## src/hdl/bmp_stream_to_gray_pixels_macros.svh

```systemverilog
// Assertion macros shared by the BMP gray decoder RTL.
// Depends on nothing; the checks vanish when SYNTHESIS is defined.
`ifndef BMP_STREAM_TO_GRAY_PIXELS_MACROS_SVH
`define BMP_STREAM_TO_GRAY_PIXELS_MACROS_SVH
`ifndef SYNTHESIS
// Clocked check that is switched off while reset is held.
`define BMP_ASSERT(label, clk, rst_n, prop, msg) \
    label: assert property (@(posedge clk) disable iff (!rst_n) prop) else $error(msg);
// Clocked check that also holds during reset.
`define BMP_ASSERT_ALWAYS(label, clk, prop, msg) \
    label: assert property (@(posedge clk) prop) else $error(msg);
`else
`define BMP_ASSERT(label, clk, rst_n, prop, msg)
`define BMP_ASSERT_ALWAYS(label, clk, prop, msg)
`endif
`endif

```

## src/hdl/bmp_pkg.sv

```systemverilog
// Types, codes and constants of the BMP gray decoder.
// Used by the parser front, the command queue and the pixel back end.
package bmp_pkg;

    localparam int MAX_WIDTH         = 4096;
    localparam int MAX_HEIGHT        = 4096;
    localparam int PALETTE_DEPTH_DEF = 256;
    localparam int FIFO_DEPTH        = 4;
    localparam int FIFO_PTR_W        = $clog2(FIFO_DEPTH);

    // Error codes carried in the result word.
    typedef enum logic [2:0] {
        ERR_NONE        = 3'd0,
        ERR_SIGNATURE   = 3'd1,
        ERR_HEADER_SIZE = 3'd2,
        ERR_PLANES      = 3'd3,
        ERR_DEPTH       = 3'd4,
        ERR_COMPRESSION = 3'd5,
        ERR_OFFSET      = 3'd6,
        ERR_TOO_LARGE   = 3'd7
    } t_err;

    // Kinds of command passed from the parser to the back end.
    typedef enum logic [1:0] {
        CMD_WRITE  = 2'd0,
        CMD_DIRECT = 2'd1,
        CMD_INDEX  = 2'd2,
        CMD_ERROR  = 2'd3
    } t_kind;

    // Supported pixel depths.
    localparam logic [4:0] DEPTH_4  = 5'd4;
    localparam logic [4:0] DEPTH_8  = 5'd8;
    localparam logic [4:0] DEPTH_24 = 5'd24;

    // Header byte positions whose arrival completes a field.
    localparam logic [10:0] POS_SIG_B       = 11'd0;
    localparam logic [10:0] POS_SIG_M       = 11'd1;
    localparam logic [10:0] POS_RESERVED    = 11'd9;
    localparam logic [10:0] POS_OFFSET      = 11'd13;
    localparam logic [10:0] POS_HDR_SIZE    = 11'd17;
    localparam logic [10:0] POS_WIDTH       = 11'd21;
    localparam logic [10:0] POS_HEIGHT      = 11'd25;
    localparam logic [10:0] POS_PLANES      = 11'd27;
    localparam logic [10:0] POS_DEPTH       = 11'd29;
    localparam logic [10:0] POS_COMPRESSION = 11'd33;
    localparam logic [10:0] POS_COLORS      = 11'd49;
    localparam logic [10:0] POS_HDR_END     = 11'd53;

    localparam logic [31:0] INFO_HDR_SIZE = 32'd40;

    // One pixel as seen by the back end.
    typedef struct packed {
        logic [7:0]  idx;
        logic        idx_ok;
        logic [11:0] col;
        logic [11:0] row;
        logic        row_end;
        logic        image_end;
    } t_pix;

    // One queued command.
    typedef struct packed {
        t_kind       kind;
        logic        dual;
        logic        bottom_up;
        logic [9:0]  sum;
        t_err        err;
        logic [7:0]  wr_addr;
        logic [23:0] wr_data;
        t_pix        pix0;
        t_pix        pix1;
    } t_cmd;

endpackage

```

## src/hdl/bmp_fifo.sv

```systemverilog
// Short command queue between the parser and the pixel back end.
// Depends on bmp_pkg for the command type and depth.
`include "bmp_stream_to_gray_pixels_macros.svh"
module bmp_fifo (
    input  logic          i_clk,
    input  logic          i_rst_n,
    input  logic          i_push,
    input  bmp_pkg::t_cmd i_data,
    output logic          o_full,
    output logic          o_valid,
    output bmp_pkg::t_cmd o_data,
    input  logic          i_pop
);
    import bmp_pkg::*;

    t_cmd                r_mem [FIFO_DEPTH];
    logic [FIFO_PTR_W-1:0] r_wr, r_rd;
    logic [FIFO_PTR_W:0]   r_count;

    assign o_full  = (r_count == (FIFO_PTR_W+1)'(FIFO_DEPTH));
    assign o_valid = (r_count != '0);
    assign o_data  = r_mem[r_rd];

    // Storage of queued commands.
    always_ff @(posedge i_clk) begin
        if (i_push) begin
            r_mem[r_wr] <= i_data;
        end
    end

    // Pointers and fill level.
    always_ff @(posedge i_clk) begin
        if (!i_rst_n) begin
            r_wr    <= '0;
            r_rd    <= '0;
            r_count <= '0;
        end else begin
            if (i_push) begin
                r_wr <= r_wr + 1'b1;
            end
            if (i_pop) begin
                r_rd <= r_rd + 1'b1;
            end
            r_count <= r_count + (FIFO_PTR_W+1)'(i_push) - (FIFO_PTR_W+1)'(i_pop);
        end
    end

    `BMP_ASSERT(a_no_overflow, i_clk, i_rst_n, o_full |-> !i_push || i_pop, "queue overflow")
    `BMP_ASSERT(a_no_underflow, i_clk, i_rst_n, i_pop |-> o_valid, "queue underflow")

endmodule

```

## config.mk

```make
export PLATFORM = sky130hd
export DESIGN_NAME = bmp_fifo
export DESIGN_NICKNAME = d
export VERILOG_FILES = /design/src/hdl/bmp_pkg.sv /design/src/hdl/bmp_fifo.sv
export VERILOG_INCLUDE_DIRS = /design/src /design/src/hdl
export SDC_FILE = /design/constraint.sdc
export NUM_CORES = 1
export LEC_CHECK = 0
export ABC_AREA = 1
export BUFFER_PORTS_ARGS = -buffer_cell sky130_fd_sc_hd__buf_2
export CAP_MARGIN = 25
export CORE_AREA = 2 2 220 222
export CTS_CLUSTER_SIZE = 12
export DETAILED_ROUTE_END_ITERATION = 16
export DIE_AREA = 0 0 222 224
export GPL_TIMING_DRIVEN = 0
export SYNTH_ARGS = -nofsm -noshare
export SYNTH_HDL_FRONTEND = slang
export SYNTH_SLANG_ARGS = --single-unit
```

## constraint.sdc

```tcl
create_clock -name i_clk -period 3.5 [get_ports i_clk]
set_input_delay 0.7 -clock i_clk [delete_from_list [all_inputs] [get_ports i_clk]]
set_output_delay 0.7 -clock i_clk [all_outputs]
set_load 0.01 [all_outputs]
```

# Yosys cells after proc, flatten, opt, wreduce, memory -nomap -nowiden
# Memory sizes are Yosys's and may differ from the RTL's. A register that Yosys moved wholly into a read port is not among the register bits.
# Index checks and enable logic that the tools add are counted.
op_classes:
  n_addsub: 4
  n_reduce_logical: 1
  eq_ne: 1
  muxes: 4
op_table:
  columns: ["operator", "n"]
  rows:
  - ["$add 2x1->2 const B", 2]
  - ["$mux 2", 2]
  - ["$add 3x1->3", 1]
  - ["$eq 3x3->1 const B", 1]
  - ["$reduce_bool 3->1", 1]
  - ["$sub 3x1->3", 1]
  - ["$mux 1", 2]
word_totals:
  regBits: 7
  n_memories: 1
  in_bits: 123
  output_inout_bits: 121
  ram_bits: 476
mem_list:
  columns: ["name", "words", "width", "rd", "rd_clocked_by_memory_dff", "write_ports", "line", "rtl"]
  rows:
  - ["r_mem", 4, 119, 1, 1, 1, "bmp_fifo.sv:16", "t_cmd r_mem [FIFO_DEPTH];"]

# Depth between registers and ports, before layout
logic_depth:
  ltp_word: 3
  mapped_depth: 8
  depth_no_buf: 8

# Worst setup path before layout
# Ideal clock, no wire load.
synth_timing:
  kind: "in2reg"
  start: "input i_push"
  end: "memory r_mem[2][0] (netlist name) (enable)"
  stages: 2
  arrival_ns: 3.028
  path_slack_ns: 0.000
  cell_sequence: "nand2_1 > inv_1"
synth_via:
  elab_chain_cells: 2
synth_rtl:
  columns: ["item", "line", "rtl"]
  rows:
  - ["start: declaration", "bmp_fifo.sv:7", "input logic i_push,"]
  - ["$mux 1", "bmp_fifo.sv:26", "if (i_push) begin"]
  - ["$mux 1 (implied by the code)", "bmp_fifo.sv:27", "r_mem[r_wr] <= i_data;"]
  - ["end: declaration", "bmp_fifo.sv:16", null]
# Every way passes these cells.

==> summary.md <==
| Metric | Value |
|---|---|
| Max Fclk | 349 MHz |
| GRT overflow | 0 |
| Routed vias | 11870 |
| TritonCTS clock tree | yes |
| Clk Latency, worst-skew pair | 0.59 ns |
| Initial Util | 40.7% |
| Cts hold-fix bufs | 0 |
| Met2 WL post-DR | 22200 um |
| Worst hold path type | in2reg |
| Post CTS Setup Buffer Count | 0 |
| Relative slew slack | 55.0% |
| Final HPWL DP | 27400 um |
| Num CTS Buffers | 50 |
| Fin crit period | 2.87 ns |
| # clock sinks | 485 |
| Vias/cell | 4.95 |
| Routed Antenna Nets | 0 |
| Initial drt markers | 754 |
| Root Driver | clkbuf_16 |
| # rows | 80 |
| H-tree levels | 2 |
| Critical path class | reg2out |
| Seq/Total Area, Yosys | 75.1% |
| Slew @ Worst Pin | 0.675 ns |
| Outcome | finished, final reports clean |
| Avg Inst Size Synth | 13.4 um2 |
| Nets | 1872 |
| Clk_skew | 0.0184 ns |
| Placed instance area | 21400 um2 |
| Clk pin slew, worst setup/hold paths | 0.06 ns |
| Clock Path Buffers | 3 |
| Setup TNS | 0 ns |
| IO Pins | 244 |
| Met1 wire length | 19900 um |
| Number of global-route vias before repair | 11936 |
| CP startpoint kind | register |
| RSZ-0062 raised after global routing | false |
| Total GRT Usage | 18.5% |
| Antenna violations before repair | 11 |
| Max-cap violation count | 0 |
| Finished layout cell area | 22900 um2 |
| Die Wd | 222 um |
| Yosys reg bits | 485 |
| Core Area | 47300 um2 |
| RD Place Congestion | 0.741 |
| Die Y-Extent | 224 um |
| Power per Cell Area | 570 nW/um2 |
| Final setup viols | 0 |
| Crit path max fanout | 10 |
| Most common cell after layout, fill and taps aside | edfxtp_1 |
| DR top layer | met5 |
| TritonRoute pass-1 iters | 5 |
| # resized after CTS | 0 |
| Synthesized net count | 1573 |
| Global-route wire length before repair | 69800 um |
| Unique cell type count in the Yosys netlist | 18 |
| Final Hold Viols | 0 |
| Ys Warns | 0 |
| Final Core Density | 48.4% |
| Fill count | 4251 |
| Area Growth Syn to Fin | 18.9% |
| Commonest non-fill, non-tap cells in the layout | 476 x edfxtp_1, 284 x buf_2, 249 x inv_1 |
| Worst EP arrival | 2.17 ns |
| Leakage | 9.00 nW |
| Routed WL | 46500 um |
| Mapped cell area | 19300 um2 |
| DRC | 0 |
| Per-cell routed wire length | 19.4 um |
| Fin crit share | 82.0% |
| WL met3 | 3090 um |
| Final worst setup slack | 0.631 ns |
| Worst reg2reg path startpoint | r_wr[1]$_SDFFE_PN0P_ |
| Req. time, crit path | 2.80 ns |
| Post-Place Setup Slack | 1.17 ns |
| Share of layout cells above drive strength 1 | 22.6% |
| Overall power | 13.0 mW |
| Largest net degree at the start of global routing | 78 |
| Max-slew violations | 0 |
| Crit end category | output port |
| Peak VDD IR | 372 uV |
| Synth Instances | 1443 |
| Buffers on Ports | 243 |
| DIE AREA | 49700 um2 |
| HP Start | i_data[3] |
[critical path: stages, from the launching register on]
cell,delay [ns]
dfxtp_1,0.35
buf_2,0.41
buf_2,0.35
a21oi_1,0.07
o21ai_0,0.10
nand2_1,0.13
buf_2,0.16
[logic make-up (layout without fill, tap and decap cells)]
| logic type | count (synthesis) | after routing | share of synthesized area (%) |
|---|---|---|---|
| AND/OR/NAND/NOR | 252 | 252 | 4.92 |
| flip-flops | 485 | 485 | 75.1 |
| buffers and inverters | 332 | 666 | 8.14 |
| other | 0 | 6 | 0 |
| AO/OA/AOI/OAI | 367 | 367 | 11.3 |
| adder cells (fa/ha/maj) | 7 | 7 | 0.494 |
[where the power goes]
group	switching, mW	leakage [nW]	total (mW)	internal, mW
Combinational	0.907	3.82	1.37	0.464
Sequential	0.0549	4.45	6.70	6.65
Clock	2.11	0.735	4.98	2.86
[final timing paths]
kind,slack (ns),cells past startpoint,endpoint
setup / recovery,0.63,6,o_data[4]
hold reg to reg,0.48,2,r_rd[1]$_SDFFE_PN0P_
setup reg to reg,1.48,5,r_mem[1][49]$_DFFE_PP_
hold / removal,0.33,1,r_mem[1][3]$_DFFE_PP_
[flip-flops by register name, indices dropped and copies added (netlist names), named ones only]
name and count:
r_rd 2, r_wr 2, r_mem 476, r_count 3
[synthesized netlist by cell type (all sizes together)]
| library cell | n | area (um2) |
|---|---|---|
| a21oi | 125 | 674 |
| buf | 77 | 611 |
| clkbuf | 2 | 7.51 |
| dfxtp | 9 | 180 |
| edfxtp | 476 | 14300 |
| fa | 1 | 20.0 |
| ha | 6 | 75.1 |
| inv | 253 | 950 |
| nand2 | 248 | 931 |
| nand3 | 2 | 10.0 |
| nor2 | 2 | 7.51 |
| o211ai | 119 | 893 |
| o21ai | 123 | 616 |
[area by class of cell]
cell class,instances,area (um2),area share (%)
sequential,485,14500,63.2
multi-input combinational,626,3230,14.1
clock buffer,73,1420,6.21
timing repair buffer,247,1330,5.79
inverter,253,970,4.23
tap,615,769,3.36
buffer,79,618,2.70
clock inverter,14,85.1,0.371
antenna,6,15.0,0.0655
[through the flow]
| step | hold slack [ns] | cells |
|---|---|---|
| global placement | 0.467 | 2301 |
| finish | 0.325 | 2398 |
| detailed placement | 0.459 | 2305 |
| floorplan | 0.436 | 1443 |
| global route | 0.310 | 2393 |
| CTS | 0.289 | 2392 |
[routing by layer]
metal  vias to the layer above  GRT usage (%)
met5                         -              0
li1                       5659              -
met2                       337           30.8
met4                        16           6.19
met1                      5775           24.1
met3                        83           4.41
No activity file was read; power rests on OpenSTA's default activity.
