## src/hdl/bmp_stream_to_gray_pixels_macros.svh

```systemverilog
// Assertion macros shared by the BMP gray decoder RTL.
// Depends on nothing; the checks vanish when SYNTHESIS is defined.
`ifndef BMP_STREAM_TO_GRAY_PIXELS_MACROS_SVH
`define BMP_STREAM_TO_GRAY_PIXELS_MACROS_SVH
`ifndef SYNTHESIS
// Clocked check that is switched off while reset is held.
`define BMP_ASSERT(label, clk, rst_n, prop, msg) \
    label: assert property (@(posedge clk) disable iff (!rst_n) prop) else $error(msg);
// Clocked check that also holds during reset.
`define BMP_ASSERT_ALWAYS(label, clk, prop, msg) \
    label: assert property (@(posedge clk) prop) else $error(msg);
`else
`define BMP_ASSERT(label, clk, rst_n, prop, msg)
`define BMP_ASSERT_ALWAYS(label, clk, prop, msg)
`endif
`endif

```

## src/hdl/bmp_pkg.sv

```systemverilog
// Types, codes and constants of the BMP gray decoder.
// Used by the parser front, the command queue and the pixel back end.
package bmp_pkg;

    localparam int MAX_WIDTH         = 4096;
    localparam int MAX_HEIGHT        = 4096;
    localparam int PALETTE_DEPTH_DEF = 256;
    localparam int FIFO_DEPTH        = 4;
    localparam int FIFO_PTR_W        = $clog2(FIFO_DEPTH);

    // Error codes carried in the result word.
    typedef enum logic [2:0] {
        ERR_NONE        = 3'd0,
        ERR_SIGNATURE   = 3'd1,
        ERR_HEADER_SIZE = 3'd2,
        ERR_PLANES      = 3'd3,
        ERR_DEPTH       = 3'd4,
        ERR_COMPRESSION = 3'd5,
        ERR_OFFSET      = 3'd6,
        ERR_TOO_LARGE   = 3'd7
    } t_err;

    // Kinds of command passed from the parser to the back end.
    typedef enum logic [1:0] {
        CMD_WRITE  = 2'd0,
        CMD_DIRECT = 2'd1,
        CMD_INDEX  = 2'd2,
        CMD_ERROR  = 2'd3
    } t_kind;

    // Supported pixel depths.
    localparam logic [4:0] DEPTH_4  = 5'd4;
    localparam logic [4:0] DEPTH_8  = 5'd8;
    localparam logic [4:0] DEPTH_24 = 5'd24;

    // Header byte positions whose arrival completes a field.
    localparam logic [10:0] POS_SIG_B       = 11'd0;
    localparam logic [10:0] POS_SIG_M       = 11'd1;
    localparam logic [10:0] POS_RESERVED    = 11'd9;
    localparam logic [10:0] POS_OFFSET      = 11'd13;
    localparam logic [10:0] POS_HDR_SIZE    = 11'd17;
    localparam logic [10:0] POS_WIDTH       = 11'd21;
    localparam logic [10:0] POS_HEIGHT      = 11'd25;
    localparam logic [10:0] POS_PLANES      = 11'd27;
    localparam logic [10:0] POS_DEPTH       = 11'd29;
    localparam logic [10:0] POS_COMPRESSION = 11'd33;
    localparam logic [10:0] POS_COLORS      = 11'd49;
    localparam logic [10:0] POS_HDR_END     = 11'd53;

    localparam logic [31:0] INFO_HDR_SIZE = 32'd40;

    // One pixel as seen by the back end.
    typedef struct packed {
        logic [7:0]  idx;
        logic        idx_ok;
        logic [11:0] col;
        logic [11:0] row;
        logic        row_end;
        logic        image_end;
    } t_pix;

    // One queued command.
    typedef struct packed {
        t_kind       kind;
        logic        dual;
        logic        bottom_up;
        logic [9:0]  sum;
        t_err        err;
        logic [7:0]  wr_addr;
        logic [23:0] wr_data;
        t_pix        pix0;
        t_pix        pix1;
    } t_cmd;

endpackage

```

## src/hdl/bmp_front.sv

```systemverilog
// Byte parser: checks headers, tracks palette and pixel positions.
// Depends on bmp_pkg; emits one command per accepted byte at most.
module bmp_front #(
    parameter int PALETTE_DEPTH = bmp_pkg::PALETTE_DEPTH_DEF
) (
    input  logic          i_clk,
    input  logic          i_rst_n,
    input  logic          i_take,
    input  logic [7:0]    i_byte,
    input  logic          i_sof,
    output logic          o_cmd_valid,
    output bmp_pkg::t_cmd o_cmd
);
    import bmp_pkg::*;

    typedef enum logic [4:0] {
        PH_WAIT    = 5'b00001,
        PH_HEADER  = 5'b00010,
        PH_PALETTE = 5'b00100,
        PH_PIXELS  = 5'b01000,
        PH_DONE    = 5'b10000
    } t_phase;

    t_phase      r_phase, n_phase, cur_phase;
    logic [10:0] r_pos, n_pos, cur_pos;
    logic [31:0] r_field, n_field, cur_field;
    logic [31:0] r_offset, n_offset;
    logic [12:0] r_width, n_width;
    logic [12:0] r_height, n_height;
    logic        r_bu, n_bu;
    logic [4:0]  r_depth, n_depth;
    logic [8:0]  r_pc, n_pc;
    logic [12:0] r_col, n_col;
    logic [11:0] r_row, n_row;
    logic [13:0] r_rbc, n_rbc;
    logic [13:0] r_stride, n_stride;
    logic [15:0] r_partial, n_partial;
    logic [1:0]  r_ci, n_ci;

    logic [31:0] field_sh, mag, colors;
    logic [14:0] row_bytes;
    logic [13:0] stride_c;
    logic        fail_v, do_enter, pix_done;
    t_err        fail_c;
    logic [12:0] col1;
    logic        last0, last1, row_last;
    logic [8:0]  hi_idx, lo_idx, by_idx;

    // Start of file restarts the parser on the current byte.
    assign cur_phase = (i_take && i_sof) ? PH_HEADER : r_phase;
    assign cur_pos   = (i_take && i_sof) ? 11'd0 : r_pos;
    assign cur_field = (i_take && i_sof) ? 32'd0 : r_field;

    // Header field assembly, little endian, newest byte on top.
    assign field_sh = {i_byte, cur_field[31:8]};
    assign mag      = field_sh[31] ? (~field_sh + 32'd1) : field_sh;

    // Padded bytes per row for the current depth.
    always_comb begin
        if (r_depth == DEPTH_24) begin
            row_bytes = {1'b0, r_width, 1'b0} + {2'b00, r_width};
        end else if (r_depth == DEPTH_8) begin
            row_bytes = {2'b00, r_width};
        end else begin
            row_bytes = 15'(({2'b00, r_width} + 15'd1) >> 1);
        end
    end
    assign stride_c = 14'((row_bytes + 15'd3) & ~15'd3);

    // Position flags of the one or two pixels this byte can produce.
    assign col1     = r_col + 13'd1;
    assign last0    = (col1 == r_width);
    assign last1    = ((col1 + 13'd1) == r_width);
    assign row_last = (({1'b0, r_row} + 13'd1) == r_height);
    assign hi_idx   = {5'd0, i_byte[7:4]};
    assign lo_idx   = {5'd0, i_byte[3:0]};
    assign by_idx   = {1'b0, i_byte};

    function automatic t_pix mk_pix(logic [8:0] idx, logic [8:0] pc, logic [12:0] col,
                                    logic [11:0] row, logic last, logic rlast);
        t_pix p;
        p.idx       = idx[7:0];
        p.idx_ok    = (idx < pc) && (idx < 9'(PALETTE_DEPTH));
        p.col       = col[11:0];
        p.row       = row;
        p.row_end   = last;
        p.image_end = last && rlast;
        return p;
    endfunction

    // Next-state logic for one accepted byte.
    always_comb begin
        n_phase   = cur_phase;
        n_pos     = cur_pos;
        n_field   = cur_field;
        n_offset  = r_offset;
        n_width   = r_width;
        n_height  = r_height;
        n_bu      = r_bu;
        n_depth   = r_depth;
        n_pc      = r_pc;
        n_col     = r_col;
        n_row     = r_row;
        n_rbc     = r_rbc;
        n_stride  = r_stride;
        n_partial = r_partial;
        n_ci      = r_ci;
        o_cmd       = '0;
        o_cmd_valid = 1'b0;
        fail_v      = 1'b0;
        fail_c      = ERR_NONE;
        do_enter    = 1'b0;
        pix_done    = 1'b0;
        colors      = field_sh;
        o_cmd.bottom_up = r_bu;
        if (i_take) begin
            case (cur_phase)
                PH_HEADER: begin
                    n_field = field_sh;
                    n_pos   = cur_pos + 11'd1;
                    case (cur_pos)
                        POS_SIG_B: begin
                            if (i_byte != 8'h42) begin
                                fail_v = 1'b1; fail_c = ERR_SIGNATURE;
                            end
                        end
                        POS_SIG_M: begin
                            if (i_byte != 8'h4D) begin
                                fail_v = 1'b1; fail_c = ERR_SIGNATURE;
                            end
                        end
                        POS_RESERVED: begin
                            if (field_sh != 32'd0) begin
                                fail_v = 1'b1; fail_c = ERR_SIGNATURE;
                            end
                        end
                        POS_OFFSET: n_offset = field_sh;
                        POS_HDR_SIZE: begin
                            if (field_sh != INFO_HDR_SIZE) begin
                                fail_v = 1'b1; fail_c = ERR_HEADER_SIZE;
                            end
                        end
                        POS_WIDTH: begin
                            if (mag > 32'(MAX_WIDTH)) begin
                                fail_v = 1'b1; fail_c = ERR_TOO_LARGE;
                            end else begin
                                n_width = mag[12:0];
                            end
                        end
                        POS_HEIGHT: begin
                            n_bu = !field_sh[31] && (field_sh != 32'd0);
                            if (mag > 32'(MAX_HEIGHT)) begin
                                fail_v = 1'b1; fail_c = ERR_TOO_LARGE;
                            end else begin
                                n_height = mag[12:0];
                            end
                        end
                        POS_PLANES: begin
                            if (field_sh[31:16] != 16'd1) begin
                                fail_v = 1'b1; fail_c = ERR_PLANES;
                            end
                        end
                        POS_DEPTH: begin
                            if (field_sh[31:16] != 16'd4 && field_sh[31:16] != 16'd8 &&
                                field_sh[31:16] != 16'd24) begin
                                fail_v = 1'b1; fail_c = ERR_DEPTH;
                            end else begin
                                n_depth = field_sh[20:16];
                            end
                        end
                        POS_COMPRESSION: begin
                            if (field_sh != 32'd0) begin
                                fail_v = 1'b1; fail_c = ERR_COMPRESSION;
                            end
                        end
                        POS_COLORS: begin
                            if (r_depth == DEPTH_24) begin
                                n_pc = 9'd0;
                            end else begin
                                if (field_sh == 32'd0) begin
                                    colors = (r_depth == DEPTH_4) ? 32'd16 : 32'd256;
                                end
                                if (colors > 32'(PALETTE_DEPTH)) begin
                                    fail_v = 1'b1; fail_c = ERR_TOO_LARGE;
                                end else begin
                                    n_pc = colors[8:0];
                                end
                            end
                        end
                        POS_HDR_END: begin
                            if (r_depth == DEPTH_24) begin
                                do_enter = 1'b1;
                            end else begin
                                n_phase   = PH_PALETTE;
                                n_col     = 13'd0;
                                n_ci      = 2'd0;
                                n_partial = 16'd0;
                            end
                        end
                        default: ;
                    endcase
                end
                PH_PALETTE: begin
                    n_pos = cur_pos + 11'd1;
                    case (r_ci)
                        2'd0: n_partial = {8'd0, i_byte};
                        2'd1: n_partial = {i_byte, r_partial[7:0]};
                        2'd2: begin
                            if (r_col < 13'(PALETTE_DEPTH)) begin
                                o_cmd_valid   = 1'b1;
                                o_cmd.kind    = CMD_WRITE;
                                o_cmd.wr_addr = r_col[7:0];
                                o_cmd.wr_data = {i_byte, r_partial};
                            end
                        end
                        default: n_col = r_col + 13'd1;
                    endcase
                    n_ci = r_ci + 2'd1;
                    if (n_ci == 2'd0 && n_col >= {4'd0, r_pc}) begin
                        n_col    = 13'd0;
                        do_enter = 1'b1;
                    end
                end
                PH_PIXELS: begin
                    if (r_col < r_width) begin
                        if (r_depth == DEPTH_24) begin
                            if (r_ci == 2'd0) begin
                                n_partial = {8'd0, i_byte};
                            end else if (r_ci == 2'd1) begin
                                n_partial = r_partial + {8'd0, i_byte};
                            end else begin
                                o_cmd_valid = 1'b1;
                                o_cmd.kind  = CMD_DIRECT;
                                o_cmd.sum   = r_partial[9:0] + {2'd0, i_byte};
                                o_cmd.pix0  = mk_pix(9'd0, r_pc, r_col, r_row, last0,
                                                     row_last);
                                n_col       = col1;
                                pix_done    = last0 && row_last;
                            end
                            n_ci = (r_ci >= 2'd2) ? 2'd0 : r_ci + 2'd1;
                        end else if (r_depth == DEPTH_8) begin
                            o_cmd_valid = 1'b1;
                            o_cmd.kind  = CMD_INDEX;
                            o_cmd.pix0  = mk_pix(by_idx, r_pc, r_col, r_row, last0, row_last);
                            n_col       = col1;
                            pix_done    = last0 && row_last;
                        end else begin
                            o_cmd_valid = 1'b1;
                            o_cmd.kind  = CMD_INDEX;
                            o_cmd.pix0  = mk_pix(hi_idx, r_pc, r_col, r_row, last0, row_last);
                            n_col       = col1;
                            pix_done    = last0 && row_last;
                            // Low nibble only while the row still has a column left.
                            if (!pix_done && col1 < r_width) begin
                                o_cmd.dual = 1'b1;
                                o_cmd.pix1 = mk_pix(lo_idx, r_pc, col1, r_row, last1,
                                                    row_last);
                                n_col      = col1 + 13'd1;
                                pix_done   = last1 && row_last;
                            end
                        end
                    end
                    if (pix_done) begin
                        n_phase = PH_DONE;
                    end else if (r_rbc + 14'd1 >= r_stride) begin
                        n_rbc     = 14'd0;
                        n_col     = 13'd0;
                        n_ci      = 2'd0;
                        n_partial = 16'd0;
                        n_row     = r_row + 12'd1;
                    end else begin
                        n_rbc = r_rbc + 14'd1;
                    end
                end
                default: ;
            endcase

            // Entry into pixel data checks the stated offset.
            if (do_enter) begin
                if ({21'd0, n_pos} != n_offset) begin
                    fail_v = 1'b1;
                    fail_c = ERR_OFFSET;
                end else if (r_width == 13'd0 || r_height == 13'd0) begin
                    n_phase = PH_DONE;
                end else begin
                    n_phase   = PH_PIXELS;
                    n_col     = 13'd0;
                    n_row     = 12'd0;
                    n_rbc     = 14'd0;
                    n_partial = 16'd0;
                    n_ci      = 2'd0;
                    n_stride  = stride_c;
                end
            end

            // An error sends one error word and stops the file.
            if (fail_v) begin
                n_phase     = PH_DONE;
                o_cmd       = '0;
                o_cmd.kind  = CMD_ERROR;
                o_cmd.err   = fail_c;
                o_cmd_valid = 1'b1;
            end
        end
    end

    // State registers.
    always_ff @(posedge i_clk) begin
        if (!i_rst_n) begin
            r_phase   <= PH_WAIT;
            r_pos     <= '0;
            r_field   <= '0;
            r_offset  <= '0;
            r_width   <= '0;
            r_height  <= '0;
            r_bu      <= 1'b0;
            r_depth   <= '0;
            r_pc      <= '0;
            r_col     <= '0;
            r_row     <= '0;
            r_rbc     <= '0;
            r_stride  <= '0;
            r_partial <= '0;
            r_ci      <= '0;
        end else begin
            r_phase   <= n_phase;
            r_pos     <= n_pos;
            r_field   <= n_field;
            r_offset  <= n_offset;
            r_width   <= n_width;
            r_height  <= n_height;
            r_bu      <= n_bu;
            r_depth   <= n_depth;
            r_pc      <= n_pc;
            r_col     <= n_col;
            r_row     <= n_row;
            r_rbc     <= n_rbc;
            r_stride  <= n_stride;
            r_partial <= n_partial;
            r_ci      <= n_ci;
        end
    end

endmodule

```

## config.mk

```make
export PLATFORM = sky130hd
export DESIGN_NAME = bmp_front
export DESIGN_NICKNAME = d
export VERILOG_FILES = /design/src/hdl/bmp_stream_to_gray_pixels_macros.svh /design/src/hdl/bmp_pkg.sv /design/src/hdl/bmp_front.sv
export SDC_FILE = /design/constraint.sdc
export NUM_CORES = 1
export LEC_CHECK = 0
export ABC_CLOCK_PERIOD_IN_PS = 16300
export BUFFER_PORTS_ARGS = -buffer_cell sky130_fd_sc_hd__buf_2
export CAP_MARGIN = 15
export CORE_MARGIN = 2
export CORE_UTILIZATION = 55
export DETAILED_ROUTE_END_ITERATION = 8
export PLACE_DENSITY = 0.78
export SETUP_SLACK_MARGIN = 0.4
export SKIP_CTS_REPAIR_TIMING = 1
export SLEW_MARGIN = 10
export SYNTH_ARGS = -nofsm -noshare
export SYNTH_HDL_FRONTEND = slang
export SYNTH_SLANG_ARGS = --single-unit
```

## constraint.sdc

```tcl
create_clock -name i_clk -period 16.3 [get_ports i_clk]
set_input_delay 1.63 -clock i_clk [delete_from_list [all_inputs] [get_ports i_clk]]
set_output_delay 1.63 -clock i_clk [all_outputs]
set_load 0.01 [all_outputs]
```

---- Word-level counts from Yosys, hierarchy flattened ----
Cells that the tools add are included.
operators by class
  add/subtract/negate cells ............... 13
  order comparisons ....................... 15
  equality and inequality tests ........... 31
  mux-type cells .......................... 163
  bitwise gates (word level) .............. 5
  reduce and logical (&&, ||, !) cells .... 31
operator list
  operator               count
  $mux 32                15
  $mux 119               2
  $mux 13                18
  $mux 16                11
  $mux 70                2
  $mux 14                7
  $mux 31                3
  $mux 12                6
  $mux 35                2
  $eq 11x5->1 const B    5
  $mux 27                2
  $mux 10                5
  $pmux 16 s3            1
  $mux 5                 9
  $mux 11                4
  $mux 1                 42
  $eq 13x13->1           3
  $pmux 13 s3            1
  $eq 11x6->1 const B    3
  $add 32x1->32 const B  1
  $gt 32x13->1 const B   1
  $gt 32x9->1 const B    1
  $logic_not 32->1       1
  $ne 11x32->1           1
  58 further kinds       112
storage, ports and cells
  register bits after elaboration ......... 190
  input port bits ......................... 12
  output and inout bits ................... 120
  logic and storage cells ................. 273

---- Logic depth before layout (Yosys ltp) ----
  depth after elaboration ................. 18
  depth in mapped cells ................... 24
  mapped depth without buffers ............ 17

---- Worst setup path after synthesis ----
No wires, ideal clock.
  path kind ............................... input to output
  start point ............................. input i_sof
  end point ............................... output o_cmd[75] (netlist bit)
  data arrival time ....................... 6.344 ns
  required time ........................... 14.670 ns
  setup slack ............................. 8.326 ns
  stages .................................. 23
  buffers on the path ..................... 9
  cell sequence ........................... clkbuf_1 nand2_1 clkbuf_1 buf_2 buf_2 buf_2 buf_1 clkbuf_1 buf_1 nand2_1 inv_1 ha_1 nand3_1 nor4_1 mux2i_1 xor2_1 o21ai_0 or2_1 o21bai_1 nand2_1 nor2_1 clkbuf_1 and2_1
RTL lines
  element      RTL line         source
  from (decl)  bmp_front.sv:10  input logic i_sof,
  to (decl)    bmp_front.sv:12  output bmp_pkg::t_cmd o_cmd

==> results.json <==
{
  "min_period_ps": 8810,
  "start_util": 0.559,
  "crit_path_end_kind": "output pin",
  "p_leak_nw": 7.05,
  "crit_fanout": 69,
  "avgViaCountPerCell": 6.79,
  "worst_setup_path_start_kind": "primary input",
  "dpl_cell_area_sq_um": 17200,
  "hold_path_depth": 2,
  "htreeDepth": 4,
  "syn2layout_area_growth_pct": 7.64,
  "setup_tns_ps": 0,
  "cpPeakStageDelay_ps": 600,
  "cts.path.max_buffers": 2,
  "cp_top_family": "simple AND/OR/NAND/NOR gates",
  "reg2reg_from": "r_col[0]$_SDFFE_PN0P_",
  "dpl.cell_count": 2719,
  "grt_usage": 0.379,
  "synth-warning-count": 0,
  "dp_hpwl_um": 44300,
  "drc": 0,
  "grt_pass1_wl_um": 94300,
  "first_global_vias": 17000,
  "drt_first_pass_iters": 8,
  "rows": 63,
  "r2r_slack_ps": 10510,
  "min-delay-path-class": "register to register",
  "critPathBufInv": 5,
  "syn_area_sq_um": 16600,
  "min_from": "r_offset[17]$_SDFFE_PN0P_",
  "die_h_um": 178,
  "cp.depth": 18,
  "wl_per_cell_um": 22.2,
  "rr_worst_depth": 17,
  "vias": 18700,
  "fmax_mhz": 114,
  "diodes": 0,
  "drt-total-wl_um": 61000,
  "clkSinkCount": 182,
  "setup_viol": 0,
  "dieWidth_um": 178,
  "async_flop_share": 0,
  "tightestPinTransition_ps": 1050,
  "postLayoutCellArea_sq_um": 17800,
  "synth_area_per_cell_sq_um": 7.05,
  "finalHoldViolCount": 0,
  "cpMaxStageDelayCell": "buf_4",
  "synth_edf_count": 0,
  "grt_setup_unrepaired": "false",
  "cp_common_cell": "buf_4",
  "drtIter0Drc": 2418,
  "peakVddDrop_mv": 0.0729,
  "die_area_sq_um": 31500,
  "gp_congestion": 1.03,
  "finalNonFillerCells": 2751,
  "path_cells": "buf_2 > buf_4 > nand2_2 > buf_4 > nand2_1 > ha_1 > o21ai_1 > or3b_2 > a21oi_1 > o22ai_1 > o41ai_1 > nand4_1 > a31oi_1 > nand2_1 > nor2_1 > buf_4 > and2_1 > buf_2",
  "drive_gt1_frac": 0.0978,
  "cts_tree": "done",
  "ant_nets": 0,
  "timing.rr.end": "r_rbc[5]$_SDFFE_PN0P_",
  "portBuffers": 127,
  "core-area_sq_um": 29600,
  "ys_seq_area_frac": 0.220,
  "clk_latency_ps": 460,
  "netlist_instances": 2352,
  "clock_skew_ps": 21.5,
  "finalNetCount": 2462,
  "worstHoldEndpoint": "r_offset[17]$_SDFFE_PN0P_",
  "crit_arrival_ps": 7180,
  "slew_violations": 0,
  "synth.distinct_cells": 92,
  "powerDensity_nw_per_um2": 57.5,
  "gr-total-overflow": 0,
  "cts_buffers": 17,
  "ys.flop_type": "dfxtp_1",
  "whs_ps": 449,
  "grt_max_degree": 70,
  "run_status": "finished, final reports clean",
  "maxCapViolations": 0,
  "slew_headroom": 0.298,
  "cts.clk_slew.worst_paths_ps": 60,
  "critical_path_required_ps": 14670,
  "ioPinCount": 132,
  "critical_path_class": "primary input to output pin",
  "antenna_found_initial": 0,
  "clockRootBuffer": "clkbuf_16",
  "ys_ff_latch": 182,
  "finalCritPeriodShare": 0.540
}
-- where the power goes --
part | switching (mW) | total [mW] | internal, mW
clock | 0.191 | 0.440 | 0.249
sequential | 0.00775 | 0.456 | 0.448
combinational | 0.0895 | 0.129 | 0.0400
-- Yosys cell counts, types with 7 or more instances --
master / number / area [sq um]
xor2_1: 34 / 298
ha_1: 99 / 1240
a22o_1: 11 / 96.3
o21ai_0: 121 / 606
o31ai_1: 24 / 180
nand3b_1: 8 / 60.1
mux2i_1: 27 / 270
a211oi_1: 33 / 248
nand3_1: 82 / 410
a21oi_1: 220 / 1100
nor2_1: 213 / 800
and4_1: 11 / 96.3
a221oi_1: 11 / 96.3
and3_1: 27 / 169
nor3b_1: 8 / 60.1
a22oi_1: 9 / 67.6
nor3_1: 96 / 480
dfxtp_1: 182 / 3640
xnor2_1: 91 / 797
o221ai_1: 7 / 61.3
o41ai_1: 18 / 158
a31oi_1: 25 / 156
o21a_1: 17 / 128
nand4_1: 35 / 219
and2_1: 72 / 450
a21o_1: 32 / 240
clkbuf_1: 149 / 559
buf_2: 17 / 85.1
o211ai_1: 15 / 113
a31o_2: 10 / 87.6
nand2b_1: 30 / 188
or3_1: 17 / 106
buf_1: 10 / 37.5
nand2_1: 273 / 1020
or2_2: 8 / 50.1
inv_1: 88 / 330
a32oi_1: 8 / 70.1
nor2b_1: 12 / 75.1
or4_1: 23 / 173
nor4_1: 33 / 206
o22ai_1: 16 / 100
-- cells by family after synthesis --
family                     after synthesis  synth area share
and+or+nand+nor                        976             0.292
AOI/OAI and AO/OA                      662             0.258
buffers and inverters                  271            0.0638
DFF                                    182             0.220
xor gates and xnor gates               127            0.0688
adders and majority gates              102            0.0778
muxes                                   31            0.0190
other                                    1          0.000226
-- per-stage QoR --
stage	utilization	total power [mW]	worst slack, ps
5_1_grt	0.602	1.05	7140
3_3_place_gp	0.581	0.588	7660
2_1_floorplan	-	0.552	8330
3_5_place_dp	0.581	0.589	7250
4_1_cts	0.602	1.02	7230
6_report	0.602	1.03	7490
-- cell usage in the layout, fill, tap and decap left out, types with 9 or more instances in the layout --
cell type  netlist  final
nand2_1        273    272
a21oi_1        220    219
nor2_1         213    213
dfxtp_1        182    182
buf_2           17    127
o21ai_0        121    121
ha_1            99     99
nor3_1          96     96
xnor2_1         91     91
inv_1           88     87
nand3_1         82     82
and2_1          72     72
nand4_1         35     35
xor2_1          34     34
a211oi_1        33     32
nor4_1          33     32
a21o_1          32     32
nand2b_1        30     30
buf_4            5     29
and3_1          27     27
mux2i_1         27     27
a31oi_1         25     25
o31ai_1         24     24
or4_1           23     23
o41ai_1         18     18
or3_1           17     17
o21a_1          17     17
clkbuf_16        0     17
o22ai_1         16     16
o211ai_1        15     15
nor2b_1         12     12
and4_1          11     11
a221oi_1        11     11
a22o_1          11     11
a31o_2          10     10
a22oi_1          9      9
-- state kept, by name, summed over array words and instances (netlist names) --
signal     count
r_offset      32
r_field       24
r_partial     16
r_rbc         14
r_col         13
r_height      13
r_width       13
r_row         12
r_stride      12
r_pos         11
r_pc           9
r_depth        5
r_phase        5
r_ci           2
r_bu           1
-- worst min-delay path, stage by stage, from the launching register on --
cell	delay [ps]
dfxtp_1	310
nand2_1	50
a21oi_1	50
-- cell type report --
| cell class | instances | area (sq um) |
|---|---|---|
| Clock buffer | 20 | 457 |
| Clock inverter | 11 | 151 |
| Fill cell | 2839 | 11800 |
| Inverter | 90 | 339 |
| Multi-Input combinational cell | 1902 | 11900 |
| Sequential cell | 182 | 3640 |
| Tap cell | 390 | 488 |
| Timing Repair Buffer | 156 | 853 |
-- per-layer routing --
| metal | vias up | part of all wire | global-route usage |
|---|---|---|---|
| li1 | 8500 | - | - |
| met1 | 8735 | 0.39 | 0.483 |
| met2 | 1204 | 0.45 | 0.604 |
| met3 | 253 | 0.10 | 0.0733 |
| met4 | 0 | 0.057 | 0.205 |
| met5 | - | 0 | 0 |
-- worst max path at each step --
stage / startpoint / endpoint / slack (ps)
finish: i_take / o_cmd[74] / 7490
global route: i_take / o_cmd[84] / 7140
CTS: i_take / o_cmd[74] / 7230
detailed placement: i_take / o_cmd[90] / 7250
global placement: i_take / o_cmd[73] / 7660
floorplan: i_sof / o_cmd[75] / 8330
No activity file was read; power rests on OpenSTA's default activity.
